<file path="config.mk">
export PLATFORM = sky130hd
export DESIGN_NAME = hbs_ctrl
export DESIGN_NICKNAME = d
export VERILOG_FILES = /design/src/rtl/core/heightmap_bilinear_sample_unit_macros.svh /design/src/rtl/core/hbs_pkg.sv /design/src/rtl/core/hbs_ctrl.sv
export SDC_FILE = /design/constraint.sdc
export NUM_CORES = 1
export LEC_CHECK = 0
export ABC_AREA = 1
export BUFFER_PORTS_ARGS = -buffer_cell sky130_fd_sc_hd__buf_4
export CAP_MARGIN = 20
export CORE_AREA = 3 3 40 42
export DETAILED_ROUTE_END_ITERATION = 7
export DIE_AREA = 0 0 43 45
export PLACE_DENSITY = 0.52
export SYNTH_ARGS = -nofsm -noshare
export SYNTH_HDL_FRONTEND = slang
export SYNTH_SLANG_ARGS = --single-unit
</file>
<file path="constraint.sdc">
create_clock -name clk -period 1.28 [get_ports clk]
set_input_delay 0.192 -clock clk [delete_from_list [all_inputs] [get_ports clk]]
set_output_delay 0.192 -clock clk [all_outputs]
set_load 0.05 [all_outputs]
</file>
<file path="src/rtl/core/heightmap_bilinear_sample_unit_macros.svh">
// Assertion macros shared by the heightmap sampler RTL.
`ifndef HEIGHTMAP_BILINEAR_SAMPLE_UNIT_MACROS_SVH
`define HEIGHTMAP_BILINEAR_SAMPLE_UNIT_MACROS_SVH
`ifndef ASSERT_OFF
`define HBS_ASSERT_NOW(lbl, clk_i, rstn_i, pre, post) \
	lbl: assert property (@(posedge clk_i) disable iff (!rstn_i) (pre) |-> (post)) \
		else $error("assertion failed");
`define HBS_ASSERT_NEXT(lbl, clk_i, rstn_i, pre, post) \
	lbl: assert property (@(posedge clk_i) disable iff (!rstn_i) (pre) |=> (post)) \
		else $error("assertion failed");
`else
`define HBS_ASSERT_NOW(lbl, clk_i, rstn_i, pre, post)
`define HBS_ASSERT_NEXT(lbl, clk_i, rstn_i, pre, post)
`endif
`endif

</file>
<file path="src/rtl/core/hbs_pkg.sv">
// Package with types, constants and the lerp function of the heightmap sampler.
`default_nettype none
package hbs_pkg;
	localparam int MAX_SIDE  = 256;
	localparam int FRAC_BITS = 16;
	localparam int DEPTH     = MAX_SIDE * MAX_SIDE;
	localparam int ADDR_W    = $clog2(DEPTH);
	localparam int CNT_W     = ADDR_W + 1;
	localparam int DIM_W     = 9;
	localparam int IDX_W     = 2 * DIM_W + 1;

	typedef enum logic [1:0] {
		MODE_LOAD  = 2'd0,
		MODE_QUERY = 2'd1,
		MODE_CLEAR = 2'd2,
		MODE_NONE  = 2'd3
	} mode_t;

	typedef enum logic [2:0] {
		REG_GRID_WIDTH  = 3'd0,
		REG_GRID_LENGTH = 3'd1,
		REG_INV_CELL_X  = 3'd2,
		REG_INV_CELL_Z  = 3'd3,
		REG_HALF_X      = 3'd4,
		REG_HALF_Z      = 3'd5
	} reg_idx_t;

	typedef enum logic [3:0] {
		ST_IDLE, ST_MAP, ST_BND, ST_ROW, ST_RD0, ST_RD1, ST_RD2, ST_RD3,
		ST_WAIT, ST_LERP0, ST_LERP1, ST_DONE
	} state_t;

	typedef struct packed {
		logic       accept;
		logic       map;
		logic       bnd;
		logic       row;
		logic       rd_en;
		logic [1:0] rd_sel;
		logic       cap_en;
		logic [1:0] cap_sel;
		logic       lerp0;
		logic       lerp1;
		logic       out_load;
	} cmd_t;

	typedef struct packed {
		logic out_free;
	} status_t;

	// a + floor((b - a) * t / 2^FRAC_BITS)
	function automatic logic [31:0] lerp(input logic [31:0] a, input logic [31:0] b,
			input logic [FRAC_BITS-1:0] t);
		logic signed [32:0] d;
		logic signed [FRAC_BITS:0] ts;
		logic signed [33+FRAC_BITS:0] p;
		logic signed [33+FRAC_BITS:0] sh;
		d  = $signed({b[31], b}) - $signed({a[31], a});
		ts = $signed({1'b0, t});
		p  = d * ts;
		sh = p >>> FRAC_BITS;
		return a + sh[31:0];
	endfunction
endpackage
`default_nettype wire

</file>
<file path="src/rtl/core/hbs_ctrl.sv">
// Controller state machine sequencing one query through the datapath.
`default_nettype none
module hbs_ctrl import hbs_pkg::*; (
	input  wire logic    clk,
	input  wire logic    arst_n,
	input  wire logic    in_valid,
	input  wire logic [1:0] mode,
	input  wire status_t status,
	output logic         in_stall,
	output cmd_t         cmd
);
	state_t state_q, state_d;

	always_ff @(posedge clk or negedge arst_n) begin
		if (!arst_n) begin
			state_q <= ST_IDLE;
		end else begin
			state_q <= state_d;
		end
	end

	always_comb begin
		state_d  = state_q;
		cmd      = '0;
		in_stall = 1'b1;
		unique case (state_q)
			ST_IDLE: begin
				in_stall = 1'b0;
				if (in_valid) begin
					cmd.accept = 1'b1;
					if (mode == MODE_QUERY) state_d = ST_MAP;
				end
			end
			ST_MAP: begin
				cmd.map = 1'b1;
				state_d = ST_BND;
			end
			ST_BND: begin
				cmd.bnd = 1'b1;
				state_d = ST_ROW;
			end
			ST_ROW: begin
				cmd.row = 1'b1;
				state_d = ST_RD0;
			end
			ST_RD0: begin
				cmd.rd_en  = 1'b1;
				cmd.rd_sel = 2'd0;
				state_d    = ST_RD1;
			end
			ST_RD1: begin
				cmd.rd_en   = 1'b1;
				cmd.rd_sel  = 2'd1;
				cmd.cap_en  = 1'b1;
				cmd.cap_sel = 2'd0;
				state_d     = ST_RD2;
			end
			ST_RD2: begin
				cmd.rd_en   = 1'b1;
				cmd.rd_sel  = 2'd2;
				cmd.cap_en  = 1'b1;
				cmd.cap_sel = 2'd1;
				state_d     = ST_RD3;
			end
			ST_RD3: begin
				cmd.rd_en   = 1'b1;
				cmd.rd_sel  = 2'd3;
				cmd.cap_en  = 1'b1;
				cmd.cap_sel = 2'd2;
				state_d     = ST_WAIT;
			end
			ST_WAIT: begin
				cmd.cap_en  = 1'b1;
				cmd.cap_sel = 2'd3;
				state_d     = ST_LERP0;
			end
			ST_LERP0: begin
				cmd.lerp0 = 1'b1;
				state_d   = ST_LERP1;
			end
			ST_LERP1: begin
				cmd.lerp1 = 1'b1;
				state_d   = ST_DONE;
			end
			ST_DONE: begin
				if (status.out_free) begin
					cmd.out_load = 1'b1;
					state_d      = ST_IDLE;
				end
			end
			default: state_d = ST_IDLE;
		endcase
	end
endmodule
`default_nettype wire

</file>
==> impl_metrics.py <==
metrics = {
    "critical_path": {
        "path_max_fanout": 7,
        "arrival_ps": 1190,
        "crit_type": "register to output pin",
        "r2r_cells": 5,
        "worstSetupStartpointType": "register",
        "worstPathRequired_ps": 1090,
        "end_kind": "output pin",
    },
    "sta": {
        "max-slew-margin-rel_pct": 86.8,
        "rsz0062_at_grt": "yes",
        "skew_ps": 1.45,
        "fin_crit_ps": 1390,
        "max_clock_freq_mhz": 722,
        "worstMarginPinSlew_ps": 196,
        "post-route-worst-setup-slack_ps": -105,
        "final_max_slew_viol_count": 0,
        "timing.final.crit_share_pct": 108,
        "finalSetupViolations": 13,
        "hold_violations": 0,
    },
    "die": {
        "core-area_sq_um": 1280,
        "dieArea_sq_um": 1940,
        "rows": 13,
        "pin_count": 20,
        "initial_core_util_pct": 23.1,
        "dieWidth_um": 43,
        "fp.dieH_um": 45,
    },
    "synthesis": {
        "synth_fp_nets": 56,
        "ys_types": 12,
        "synthesis.area_sq_um": 297,
        "synth.area.top_cells": "dfrtp_1 (34%), nor2_1 (18%), inv_1 (14%)",
        "synth_most_common_cell": "nor2_1",
        "synth-main-ff-cell": "dfrtp_1",
        "yosysWarnings": 0,
        "ys_async_sr_fraction_pct": 100,
        "yosys-top-cells-count": "nor2_1 (14), inv_1 (11), o21ai_0 (7)",
        "yosysTopAreaCell": "dfrtp_1",
        "ys_seq_area_share_pct": 33.8,
        "syn_avg_cell_area_sq_um": 5.93,
        "synth_top_area_share_pct": 33.8,
        "netlist_instances": 50,
        "synth_edf_count": 0,
        "synth_seq_cells": 4,
    },
    "clock_network": {
        "clock_sinks": 4,
        "cts_buffers": 3,
        "cts_root_buf": "clkbuf_4",
        "cts-htree-levels": 1,
        "clk_path_buf_depth": 2,
        "clk_pin_slew_ps": 30,
        "clock_latency_ps": 220,
        "cts_tree": "yes",
    },
    "cells_and_area": {
        "n_fill_cell": 126,
        "drive_gt1_share_pct": 72.5,
        "multi_input_area_sq_um": 265,
        "final_core_util_pct": 56.3,
        "top_regs": "state_q: 4 flops",
        "regMostFlops": "state_q",
        "diodes": 0,
        "seq_area_sq_um": 103,
        "area_growth_pct": 144,
        "nets": 88,
        "largest_reg_flops": 4,
    },
    "run_status": {
        "status": "complete, but fails checks",
        "failed_checks": "setup timing",
    },
    "grt": {
        "grt_pass1_vias": 419,
        "antenna_found_initial": 0,
        "grt_max_degree": 8,
        "grt_pass1_wl_mm": 1.68,
        "globalRoute.totalOverflow": 0,
        "grt_usage_pct": 11.8,
    },
    "placement": {
        "place_hpwl_um": 716,
        "portBuffers": 19,
        "routabilityCongestion": 0.779,
    },
    "routing": {
        "detail-route-antenna-nets": 0,
        "vias": 402,
        "drt_iter0_drc": 1,
        "first_pass_iters": 2,
        "via_per_inst": 4.23,
        "wl_per_cell_um": 9.51,
        "wl_um": 903,
        "drc_errors": 0,
    },
    "worst_hold_path": {
        "hp-class": "input pin to async pin",
    },
    "flow_run": {
        "max_cap_viol_count": 0,
    },
}
-- worst max-delay path, cell delays in order (launching register included) --
cell	delay [ps]
dfrtp_1	430
buf_6	150
nand2_8	80
o21ai_2	140
buf_6	170
-- area by class of cell --
type | count | area share [%]
multi-input combinational | 34 | 36.7
tap | 15 | 2.60
clock buffer | 3 | 3.11
inverter | 12 | 7.27
timing repair buffer | 27 | 36.2
sequential | 4 | 14.2
-- metal layers --
| layer | vias to the layer above | routed length, um | GRT usage, % | part of all wire [%] |
|---|---|---|---|---|
| li1 | 214 | - | - | - |
| met1 | 175 | 304 | 12.0 | 34 |
| met2 | 13 | 546 | 22.2 | 60 |
| met3 | 0 | 53 | 2.39 | 5.9 |
| met4 | 0 | 0 | 7.23 | 0 |
| met5 | - | 0 | 0 | 0 |
-- worst paths after layout --
| path | slack (ps) | from | end |
|---|---|---|---|
| setup / recovery | -110 | state_q[2]$_DFFE_PN0P_ | cmd[4] |
| hold / removal | 300 | arst_n | state_q[1]$_DFFE_PN0P_ |
| setup reg to reg | 100 | state_q[2]$_DFFE_PN0P_ | state_q[0]$_DFFE_PN0P_ |
| hold reg to reg | 650 | state_q[3]$_DFFE_PN0P_ | state_q[2]$_DFFE_PN0P_ |
| max in group asynchronous | 870 | arst_n | state_q[0]$_DFFE_PN0P_ |
| min in group clk | 340 | mode[1] | state_q[0]$_DFFE_PN0P_ |
-- kinds of logic (layout without fill, tap and decap cells) --
family	after synthesis	after routing	share of synthesized area (%)
AND/OR/NAND/NOR	25	25	35.0
buffers and inverters	12	42	15.2
AO/OA/AOI/OAI	9	9	16.0
flip-flops	4	4	33.8
-- cells in the final DEF (no fill, tap or decap) --
| cell type | Yosys | layout |
|---|---|---|
| o21ai_0 | 7 | 4 |
| nand2_8 | 0 | 1 |
| dfrtp_2 | 0 | 2 |
| buf_4 | 0 | 12 |
| o21ai_2 | 0 | 3 |
| nand2_2 | 2 | 2 |
| nand3_1 | 1 | 1 |
| dlygate4sd3_1 | 0 | 1 |
| inv_2 | 1 | 4 |
| nand2_1 | 6 | 4 |
| o211ai_1 | 1 | 1 |
| nand2_4 | 0 | 1 |
| buf_6 | 0 | 13 |
| inv_1 | 11 | 5 |
| dfrtp_1 | 4 | 2 |
| inv_4 | 0 | 3 |
| buf_8 | 0 | 1 |
| nor2_4 | 0 | 8 |
| nor2_2 | 1 | 4 |
| nor2_1 | 14 | 3 |
| nor3_4 | 0 | 1 |
| a21oi_1 | 1 | 1 |
| clkbuf_4 | 0 | 3 |
-- timing repair --
item                                    4_1_cts  5_1_grt
pin swaps                                     7        2
hold endpoints to repair                      4        0
buffers inserted                              4        1
endpoints found under the setup margin       14       14
cloned                                        0        0
gates resized for setup                      35        8
hold buffers                                  1        0
-- metrics by stage --
| step | cells | setup TNS [ps] | instance area, sq um | hold slack [ps] | worst slack [ps] |
|---|---|---|---|---|---|
| floorplan | 50 | -1260 | 343 | -104 | -237 |
| CTS | 94 | -1200 | 687 | 292 | -115 |
| detailed placement | 86 | 0 | 519 | -10.6 | 11.9 |
| global route | 95 | -1930 | 723 | 317 | -179 |
| global placement | 86 | 0 | 519 | -10.0 | 21.2 |
| finish | 95 | -905 | 723 | 304 | -105 |
Power is left out: the tool's default activity adds up to more than one toggle a clock period on the data nets, which glitch-free logic cannot reach.
